$ cat src/hw/rtl/gwm_pkg.sv
// ----------------------------------------------------------------------------
// gwm_pkg
// Shared types and constants for the glob wildcard matcher cells.
// ----------------------------------------------------------------------------
package gwm_pkg;

    localparam int CHAR_W = 8;
    localparam int REG_W  = 64;
    localparam int LEN_W  = 5;
    localparam int IDX_W  = 2;
    localparam int STORED = 16;   // pattern bytes held in the two byte registers

    localparam logic [CHAR_W-1:0] CH_STAR  = 8'h2A;
    localparam logic [CHAR_W-1:0] CH_QUERY = 8'h3F;
    localparam logic [CHAR_W-1:0] CH_DOT   = 8'h2E;

    localparam logic [IDX_W-1:0] REG_PAT_LOW  = 2'd0;
    localparam logic [IDX_W-1:0] REG_PAT_HIGH = 2'd1;
    localparam logic [IDX_W-1:0] REG_PAT_LEN  = 2'd2;

    // handed from one cell to the next every cycle
    typedef struct packed {
        logic adv;      // position advanced into the next cell
        logic carry;    // closure over a star at this position
    } gwm_link_t;

    // broadcast to all cells
    typedef struct packed {
        logic              load;     // rebuild the start set after a config write
        logic              step;     // consume ch
        logic              restart;  // end of string, back to the start set
        logic [CHAR_W-1:0] ch;
    } gwm_ctrl_t;

endpackage

$ cat src/hw/rtl/gwm_cell.sv
// ----------------------------------------------------------------------------
// gwm_cell
// One pattern position: alive bit, start-set bit and the per-character update.
// ----------------------------------------------------------------------------
module gwm_cell
    import gwm_pkg::*;
#(
    parameter logic INIT = 1'b0
)
(
    input  logic              clk,
    input  logic              rst_n,
    input  logic [CHAR_W-1:0] pat_char,
    input  logic              active,
    input  gwm_ctrl_t         ctrl,
    input  gwm_link_t         link_in,
    output gwm_link_t         link_out,
    output logic              probe
);

    logic alive_reg;
    logic alive_next;
    logic start_reg;
    logic start_next;
    logic is_star;
    logic hit;
    logic live;
    logic raw;
    logic closed;

    assign is_star = active && (pat_char == CH_STAR);
    assign hit     = active && !is_star &&
                     ((pat_char == ctrl.ch) || ((pat_char == CH_QUERY) && (ctrl.ch != CH_DOT)));

    // during a start-set rebuild only the seed from cell 0 enters the chain
    assign live   = alive_reg && !ctrl.load;
    assign raw    = (live && is_star) || link_in.adv;
    assign closed = raw || link_in.carry;

    assign link_out.adv   = live && hit;
    assign link_out.carry = closed && is_star;

    assign probe = ctrl.step ? closed : alive_reg;

    always_comb
    begin
        alive_next = alive_reg;
        start_next = start_reg;
        if (ctrl.load)
        begin
            alive_next = closed;
            start_next = closed;
        end
        else if (ctrl.restart)
        begin
            alive_next = start_reg;
        end
        else if (ctrl.step)
        begin
            alive_next = closed;
        end
    end

    always_ff @(posedge clk or negedge rst_n)
    begin
        if (!rst_n)
        begin
            alive_reg <= INIT;
            start_reg <= INIT;
        end
        else
        begin
            alive_reg <= alive_next;
            start_reg <= start_next;
        end
    end

endmodule

$ cat src/hw/rtl/glob_wildcard_matcher.sv
// ----------------------------------------------------------------------------
// glob_wildcard_matcher
// Streams a subject string one byte per request and matches it against a
// configured glob pattern ('*' any run, '?' any byte but '.').
// ----------------------------------------------------------------------------
// The block takes one subject byte per clock cycle, back to back, unless
// s_tready drops (a result not yet taken or a start-set rebuild), and keeps
// a row of MAX_PATTERN+1 cells, one per pattern position, that hold the set
// of live positions; on each step every cell updates from its own byte and
// hands an advance bit and a star-closure bit to its neighbor. The closure
// ripples through the row like a carry chain, within a single step. The
// request with tlast set produces one result in m_tdata bit 0 in the next
// cycle, held until taken. A configuration write to one of the three registers
// restarts the string and blocks input for the following cycle while the
// start set of the new pattern is rebuilt; a register index of 3 is ignored.
module glob_wildcard_matcher
    import gwm_pkg::*;
#(
    parameter int MAX_PATTERN = 16
)
(
    input  logic             clk,
    input  logic             rst_n,
    input  logic             s_tvalid,
    output logic             s_tready,
    input  logic [7:0]       s_tdata,     // char_code
    input  logic [0:0]       s_tuser,     // char_valid
    input  logic             s_tlast,     // end_of_string
    output logic             m_tvalid,
    input  logic             m_tready,
    output logic [7:0]       m_tdata,     // matched, zero padded
    input  logic             cfg_we,
    input  logic [IDX_W-1:0] cfg_index,
    input  logic [REG_W-1:0] cfg_data
);

    localparam int POS_W = $clog2(MAX_PATTERN + 1);
    localparam int CMP_W = 7;

    logic [REG_W-1:0]              pat_low_reg;
    logic [REG_W-1:0]              pat_high_reg;
    logic [LEN_W-1:0]              pat_len_reg;
    logic                          settle_reg;
    logic [POS_W-1:0]              eff_len_reg;
    logic                          out_valid_reg;
    logic                          matched_reg;

    logic [STORED-1:0][CHAR_W-1:0] pat_bytes;
    logic                          cfg_hit;
    logic                          accept;
    logic [CMP_W-1:0]              len_ext;
    logic [CMP_W-1:0]              eff_len;
    gwm_ctrl_t                     ctrl;
    gwm_link_t                     links [0:MAX_PATTERN];
    logic [MAX_PATTERN:0]          probes;

    assign pat_bytes = {pat_high_reg, pat_low_reg};

    assign cfg_hit = cfg_we && ((cfg_index == REG_PAT_LOW) || (cfg_index == REG_PAT_HIGH) ||
                                (cfg_index == REG_PAT_LEN));

    assign s_tready = !settle_reg && (!out_valid_reg || m_tready);
    assign accept   = s_tvalid && s_tready;

    assign ctrl.load    = settle_reg;
    assign ctrl.step    = accept && s_tuser[0];
    assign ctrl.restart = accept && s_tlast;
    assign ctrl.ch      = s_tdata;

    // cell 0 is seeded during a start-set rebuild
    assign links[0].adv   = settle_reg;
    assign links[0].carry = 1'b0;

    genvar p;
    generate
        for (p = 0; p <= MAX_PATTERN; p++)
        begin : g_cell
            logic [CHAR_W-1:0] cell_char;
            logic              cell_active;

            if (p < STORED)
            begin : g_stored
                assign cell_char = pat_bytes[p];
            end
            else
            begin : g_zero
                assign cell_char = '0;
            end

            if ((p < MAX_PATTERN) && (p < (1 << LEN_W)))
            begin : g_act
                assign cell_active = (pat_len_reg > LEN_W'(p));
            end
            else
            begin : g_idle
                assign cell_active = 1'b0;
            end

            if (p < MAX_PATTERN)
            begin : g_mid
                gwm_cell #(
                    .INIT ((p == 0) ? 1'b1 : 1'b0)
                ) u_cell (
                    .clk      (clk),
                    .rst_n    (rst_n),
                    .pat_char (cell_char),
                    .active   (cell_active),
                    .ctrl     (ctrl),
                    .link_in  (links[p]),
                    .link_out (links[p+1]),
                    .probe    (probes[p])
                );
            end
            else
            begin : g_last
                gwm_cell #(
                    .INIT ((p == 0) ? 1'b1 : 1'b0)
                ) u_cell (
                    .clk      (clk),
                    .rst_n    (rst_n),
                    .pat_char (cell_char),
                    .active   (cell_active),
                    .ctrl     (ctrl),
                    .link_in  (links[p]),
                    .link_out (),
                    .probe    (probes[p])
                );
            end
        end
    endgenerate

    assign len_ext = CMP_W'(pat_len_reg);
    assign eff_len = (len_ext > CMP_W'(MAX_PATTERN)) ? CMP_W'(MAX_PATTERN) : len_ext;

    // configuration registers
    always_ff @(posedge clk or negedge rst_n)
    begin
        if (!rst_n)
        begin
            pat_low_reg  <= '0;
            pat_high_reg <= '0;
            pat_len_reg  <= '0;
            settle_reg   <= 1'b0;
            eff_len_reg  <= '0;
        end
        else
        begin
            settle_reg <= cfg_hit;
            if (settle_reg)
            begin
                eff_len_reg <= eff_len[POS_W-1:0];
            end
            if (cfg_we)
            begin
                case (cfg_index)
                    REG_PAT_LOW:  pat_low_reg  <= cfg_data;
                    REG_PAT_HIGH: pat_high_reg <= cfg_data;
                    REG_PAT_LEN:  pat_len_reg  <= cfg_data[LEN_W-1:0];
                    default:      ;
                endcase
            end
        end
    end

    // result register
    always_ff @(posedge clk or negedge rst_n)
    begin
        if (!rst_n)
        begin
            out_valid_reg <= 1'b0;
        end
        else if (ctrl.restart)
        begin
            out_valid_reg <= 1'b1;
        end
        else if (m_tready)
        begin
            out_valid_reg <= 1'b0;
        end
    end

    always_ff @(posedge clk)
    begin
        if (ctrl.restart)
        begin
            matched_reg <= probes[eff_len_reg];
        end
    end

    assign m_tvalid = out_valid_reg;
    assign m_tdata  = {7'b0, matched_reg};

endmodule
$ cat config.mk
export PLATFORM = sky130hd
export DESIGN_NAME = glob_wildcard_matcher
export DESIGN_NICKNAME = d
export VERILOG_FILES = /design/src/hw/rtl/gwm_pkg.sv /design/src/hw/rtl/gwm_cell.sv /design/src/hw/rtl/glob_wildcard_matcher.sv
export SDC_FILE = /design/constraint.sdc
export NUM_CORES = 1
export LEC_CHECK = 0
export ABC_AREA = 1
export BUFFER_PORTS_ARGS = -buffer_cell sky130_fd_sc_hd__buf_2
export CORE_MARGIN = 4
export CORE_UTILIZATION = 55
export DETAILED_ROUTE_END_ITERATION = 8
export GPL_ROUTABILITY_DRIVEN = 0
export PLACE_DENSITY = 0.78
export SYNTH_ARGS = -nofsm -noshare
export SYNTH_HDL_FRONTEND = slang
export SYNTH_SLANG_ARGS = --single-unit
export TNS_END_PERCENT = 1
$ cat constraint.sdc
create_clock -name clk -period 3 [get_ports clk]
set_clock_uncertainty 0.1 [all_clocks]
set_input_delay 0.6 -clock clk [delete_from_list [all_inputs] [get_ports clk]]
set_output_delay 0.6 -clock clk [all_outputs]
set_load 0.05 [all_outputs]
**Word level (Yosys, flattened, before mapping)**

Cells that the tools add are included.

- Magnitude comparators: 18
- Eq/ne operators: 51
- Mux-type cells: 56
- Reductions and logical operators: 207

Operators with widths:

| operator | number |
|---|---|
| 8-bit by 6-bit == test with 1-bit output, second input constant | 32 |
| 1-bit logical AND | 133 |
| 8-bit == test | 16 |
| 1-bit two-way mux | 54 |
| 1-bit logical OR | 51 |
| 5-bit by 4-bit > comparator with 1-bit output, second input constant | 8 |
| 5-bit by 3-bit > comparator with 1-bit output, second input constant | 4 |
| 1-bit zero test | 18 |
| 5-bit by 1-bit > comparator with 1-bit output, second input constant | 2 |
| 5-bit by 2-bit > comparator with 1-bit output, second input constant | 2 |
| 8-bit by 6-bit != test with 1-bit output, second input constant | 1 |
| 5-bit by 6-bit < comparator with 1-bit output, second input constant | 1 |
| 2-bit AND reduction | 3 |
| 1-bit binary-select mux with 5-bit select | 1 |
| 5-bit > comparator, second input constant | 1 |
| 5-bit two-way mux | 1 |
| 2-bit by 1-bit == test with 1-bit output, second input constant | 1 |
| 2-bit == test, second input constant | 1 |
| 2-bit zero test | 1 |
| 2-bit nonzero test | 1 |

- Flip-flop bits (word level): 175
- Input bits: 81

**Longest topological paths before layout**

- Word-level depth: 41
- Mapped depth: 46

**Hierarchy**

Synthesis repeated with hierarchy kept, for this count alone.

- Cells, all modules: 1810
- Area total of the unflattened synthesis: 11931.4 um^2

Modules (own cells, without submodules):

| module | times used | cells each | area each (um^2) | sequential area each (um^2) |
|---|---|---|---|---|
| gwm_cell at g_cell[10].g_mid.u_cell ... | 16 | 70 | 364.1 | 50.0 |
| glob_wildcard_matcher | 1 | 620 | 5739.3 | 3533.4 |
| gwm_cell at g_cell[0].g_mid.u_cell | 1 | 70 | 366.6 | 52.6 |

**Least setup slack after synthesis**

Ideal clock, no wire load.

- Kind: input to register
- Start: input s_tdata[4]
- End: register matched_reg (data pin)
- Library setup time: 0.252 ns
- Data arrival time: 3.232 ns
- Data required time: 2.648 ns
- Setup slack: -0.585 ns
- Stages on the path: 45
- Path buffers: 1
- Cell sequence: buf_2 -> inv_4 -> nand2_1 -> nor3_2 -> nand2_1 -> nand2_1 -> nand2_1 -> nand2_1 -> nand2_2 -> nand2_2 -> nand2_2 -> nand2_2 -> nand2_4 -> nand2_2 -> nand2_2 -> nand2_1 -> nand2_1 -> nand2_1 -> (+9 left out) -> nand2_2 -> nand2_2 -> nand2_2 -> nand2_2 -> nand2_2 -> nand2_2 -> nand2_2 -> nand2_2 -> nand2_2 -> nand3_1 -> nand2_1 -> nand2_1 -> nand2_1 -> nand2_1 -> nand2_1 -> nand2_1 -> nand2_1 -> nand2_1

- Longest elaborated chain between the ends: 40
- Elaborated cells on any way between the ends: 145

RTL lines:

| what | RTL line | text |
|---|---|---|
| from (decl) | glob_wildcard_matcher.sv:26 | `input logic [7:0] s_tdata,` |
| 8-bit by 6-bit != test with 1-bit output | - |  |
| 1-bit logical AND | gwm_cell.sv:33 | `((pat_char == ctrl.ch) \|\| ((pat_char == CH_QUERY) && (ctrl.ch != CH_DOT)));` |
| 1-bit logical OR | gwm_cell.sv:33 |  |
| 1-bit logical AND | gwm_cell.sv:32 | `assign hit = active && !is_star &&` |
| 1-bit logical AND | gwm_cell.sv:40 | `assign link_out.adv = live && hit;` |
| 1-bit logical OR | gwm_cell.sv:37 | `assign raw = (live && is_star) \|\| link_in.adv;` |
| 1-bit logical OR | gwm_cell.sv:38 | `assign closed = raw \|\| link_in.carry;` |
| 1-bit logical AND | gwm_cell.sv:41 | `assign link_out.carry = closed && is_star;` |
| (+24 left out) | - |  |
| 1-bit logical OR | gwm_cell.sv:38 |  |
| 1-bit logical AND | gwm_cell.sv:41 |  |
| 1-bit logical OR | gwm_cell.sv:38 |  |
| 1-bit logical AND | gwm_cell.sv:41 |  |
| 1-bit logical OR | gwm_cell.sv:38 |  |
| 1-bit two-way mux | - |  |
| 1-bit binary-select mux with 5-bit select * | glob_wildcard_matcher.sv:186 | `matched_reg <= probes[eff_len_reg];` |
| 1-bit two-way mux (not written as such) * | glob_wildcard_matcher.sv:186 |  |
| to (signal assigned) | glob_wildcard_matcher.sv:186 |  |
| to (decl) | glob_wildcard_matcher.sv:46 | `logic matched_reg;` |

Every way passes the cells marked *; elsewhere a longest branch is shown, timed or not. The select of a mux whose other input is x is not followed.
A chain may end at the register's enable or synchronous reset.

**Final worst setup path**

- Start: register pat_len_reg[3]
- End: register matched_reg (data pin)

- Longest elaborated chain between the ends: 41
- Elaborated cells on any way between the ends: 179

RTL lines:

| what | RTL line | text |
|---|---|---|
| from (decl) | glob_wildcard_matcher.sv:42 | `logic [LEN_W-1:0] pat_len_reg;` |
| from (signal assigned) | glob_wildcard_matcher.sv:158 | `REG_PAT_LEN: pat_len_reg <= cfg_data[LEN_W-1:0];` |
| 5-bit by 1-bit > comparator with 1-bit output | glob_wildcard_matcher.sv:92 | `assign cell_active = (pat_len_reg > LEN_W'(p));` |
| 1-bit logical AND | gwm_cell.sv:31 | `assign is_star = active && (pat_char == CH_STAR);` |
| 1-bit zero test | gwm_cell.sv:32 |  |
| 1-bit logical AND (2 in a row) | gwm_cell.sv:32 |  |
| 1-bit logical AND | gwm_cell.sv:40 |  |
| 1-bit logical OR | gwm_cell.sv:37 |  |
| 1-bit logical OR | gwm_cell.sv:38 |  |
| 1-bit logical AND | gwm_cell.sv:41 |  |
| (+24 left out) | - |  |
| 1-bit logical OR | gwm_cell.sv:38 |  |
| 1-bit logical AND | gwm_cell.sv:41 |  |
| 1-bit logical OR | gwm_cell.sv:38 |  |
| 1-bit logical AND | gwm_cell.sv:41 |  |
| 1-bit logical OR | gwm_cell.sv:38 |  |
| 1-bit two-way mux | - |  |
| 1-bit binary-select mux with 5-bit select * | glob_wildcard_matcher.sv:186 |  |
| 1-bit two-way mux (not written as such) * | glob_wildcard_matcher.sv:186 |  |

Marks and branches as above.

==> flow_metrics.tcl <==
set metrics [dict create \
    status "complete, but fails checks" \
    violations "negative setup slack" \
    clockRootBuffer "clkbuf_16" \
    critPathMaxFanout 5 \
    critPathKind "register to register" \
    rows 49 \
    drc 0 \
    fp.dieW_um 145 \
    maxCapViolCount 0 \
    antenna_found_initial 0 \
    worstSetupStartpointType "register" \
    htree_levels 4 \
    hold_ws_ps 47.8 \
    path_buf_inv 2 \
    worst_r2r_endpoint "matched_reg" \
    ys.flop_type "dfrtp_1" \
    io_pins 91 \
    grt_usage_pct 29.9 \
    r2r_cells 44 \
    post-route-worst-setup-slack_ps -675 \
    synth_area_um2 10300 \
    drtIter0Drc 1080 \
    clkTransAtPathRegs_ps 70 \
    required_ps 3090 \
    synth_cell_types 49 \
    relSlewSlack_pct 59.0 \
    synth_edf_count 1 \
    grt_busiest_layer "met2" \
    cp_top_family "simple AND/OR/NAND/NOR gates" \
    netlist_instances 1386 \
    final_cells 1840 \
    cpMaxStageDelayCell "dfrtp_1" \
    cts_buffers 17 \
    min_path_type "input port to asynchronous set/reset pin" \
    ant_nets 0 \
    tightest_slew_ps 615 \
    fillers 1421 \
    grt_first_pass_wirelength_mm 49.1 \
    cp.depth 44 \
    numPortBuffers 83 \
    vias 10200 \
    start_util_pct 56.5 \
    grt_pass1_vias 9954 \
    grtUsageMet1_pct 40.5 \
    ys_ff_latch 175 \
    cts_tree "yes" \
    p_leak_nw 6.44 \
    core_area_um2 18100 \
    hold_viol 0 \
    yosysSeqAreaShare_pct 42.8 \
    dp_cells 1808 \
    die_area_um2 20900 \
    drtPass1Iterations 6 \
    powerDensity_nw_per_um2 558 \
    vdd.ir_drop.worst_v 0.000461 \
    arrival_ps 3770 \
    period_share_pct 122 \
    place_hpwl_mm 22.2 \
    period_needed_ps 3670 \
    antenna-diode-count 0 \
    layout-drive-gt1-share_pct 23.8 \
    grt_max_degree 129 \
    syn_avg_cell_area_um2 7.40 \
    routed_via_density 5.57 \
    clk_path_buf_depth 2 \
    fmax_ghz 0.272 \
    finalNetCount 1680 \
    slew_violations 0 \
    yosys_warnings 0 \
    yosys-top-cells-area "dfrtp_1, nand2_1, o21ai_0" \
    use_met3_pct 5.22 \
    synthToLayoutAreaGrowth_pct 24.2 \
    clock_latency_ps 440 \
    max_stage_delay_ps 400 \
    synth_top_area_share_pct 42.0 \
    rsz0062_at_grt "yes" \
    worstSetupStartpoint "pat_len_reg[3]" \
    r2r_start "pat_len_reg[3]" \
    endpoint "matched_reg" \
    clock_sinks 175 \
    cp-end-kind "register" \
    yosys.area.top_type "dfrtp_1" \
    critPathMostFrequentCell "nand2_2" \
    synth-async-reset-ratio_pct 99.4 \
    setup_viol 11 \
    wirelength_mm 29.7 \
    fp.dieH_um 145 \
    overflow 0 \
    grtUsageMet2_pct 47.8 \
    timing.reg2reg.setup_slack_ps -670 \
    routedWlPerCell_um 16.1 \
]
[metrics by stage]
| step | instance area [µm²] | setup slack (ps) | utilization [%] | TNS, ps | total power [mW] |
|---|---|---|---|---|---|
| global placement | 12100 | -849 | 66.5 | -6690 | 4.73 |
| CTS | 12700 | -634 | 70.0 | -3490 | 7.10 |
| detailed placement | 12100 | -949 | 66.5 | -8250 | 4.80 |
| global route | 12700 | -1040 | 70.2 | -8320 | 7.47 |
| finish | 12700 | -675 | 70.2 | -3950 | 7.11 |
| floorplan | 10300 | -575 | - | -2110 | 4.02 |
[layout by cell type, fill, tap and decap left out, types with 5 or more instances in the layout]
| cell | instances |
|---|---|
| dfrtp_1 | 170 |
| o21ai_1 | 9 |
| xnor2_1 | 64 |
| nor2_1 | 72 |
| o2111ai_1 | 11 |
| conb_1 | 7 |
| clkbuf_16 | 17 |
| buf_2 | 82 |
| nor3_1 | 14 |
| inv_1 | 147 |
| buf_4 | 170 |
| nand2_1 | 385 |
| a21oi_1 | 19 |
| or2_2 | 29 |
| nand3_1 | 42 |
| o21ai_0 | 178 |
| o211ai_1 | 5 |
| nor4_1 | 12 |
| nand2_2 | 27 |
| buf_12 | 6 |
| nand4_1 | 51 |
| inv_2 | 12 |
[worst min path at each step]
stage,startpoint,endpoint,cells past startpoint
2_1_floorplan,rst_n,eff_len_reg[0],0
3_3_place_gp,g_cell[12].g_mid.u_cell.start_reg,g_cell[12].g_mid.u_cell.start_reg,2
3_5_place_dp,g_cell[4].g_mid.u_cell.start_reg,g_cell[4].g_mid.u_cell.start_reg,2
4_1_cts,rst_n,pat_low_reg[10],1
5_1_grt,rst_n,pat_low_reg[10],1
6_report,rst_n,pat_low_reg[12],1
[logic make-up (layout without fill, tap and decap cells)]
kind of cell,after synthesis,after routing,synth area share [%]
AOI/OAI and AO/OA,253,253,13.7
xor gates and xnor gates,66,66,5.64
buffers and inverters,234,453,9.16
DFF,175,175,42.8
other,1,7,0.0366
and+or+nand+nor,657,657,28.7
[what timing repair did]
action	4_1_cts	5_1_grt
hold buffers	0	0
pin swaps	1	4
resized for setup	13	11
setup buffers	0	1
setup endpoints to repair	13	15
gates cloned	0	0
[report_power, final]
group          switching (mW)  internal (mW)
Sequential              0.375           2.69
Combinational           0.958          0.798
Clock                   0.966           1.31
Total                    2.30           4.81
[synth_stat cells, types with 3 or more instances]
cell / instances
buf_4: 10
nand2_2: 23
xnor2_1: 64
nand4_1: 51
nor3_1: 16
dfrtp_1: 172
inv_2: 12
o21ai_1: 3
a31oi_1: 4
nand2_1: 390
nand3_1: 44
nor2_1: 74
or2_2: 29
inv_4: 3
buf_1: 3
o211ai_1: 5
nand3b_1: 4
o2111ai_1: 11
o22ai_1: 4
a41oi_1: 3
or2_1: 3
inv_1: 147
o21ai_0: 185
o41ai_1: 4
nor4_1: 13
o32ai_1: 3
buf_2: 13
clkbuf_1: 45
o31ai_1: 3
a21oi_1: 20
[area by class of cell]
class                           instances  area (µm²)  area share, %
Multi-Input combinational cell        983        5030           39.5
Sequential cell                       175        4390           34.5
Timing Repair Buffer                  259        1820           14.3
Inverter                              163         619           4.86
Clock buffer                           19         433           3.40
Tap cell                              229         287           2.25
Clock inverter                         12         159           1.25
[layer usage]
metal  share of wire (%)  up-vias
li1                    -     4904
met1                  42     4782
met2                  47      484
met3                 7.7       79
met4                 3.0        0
met5                   0        -
(Power assumes the default switching activity.)
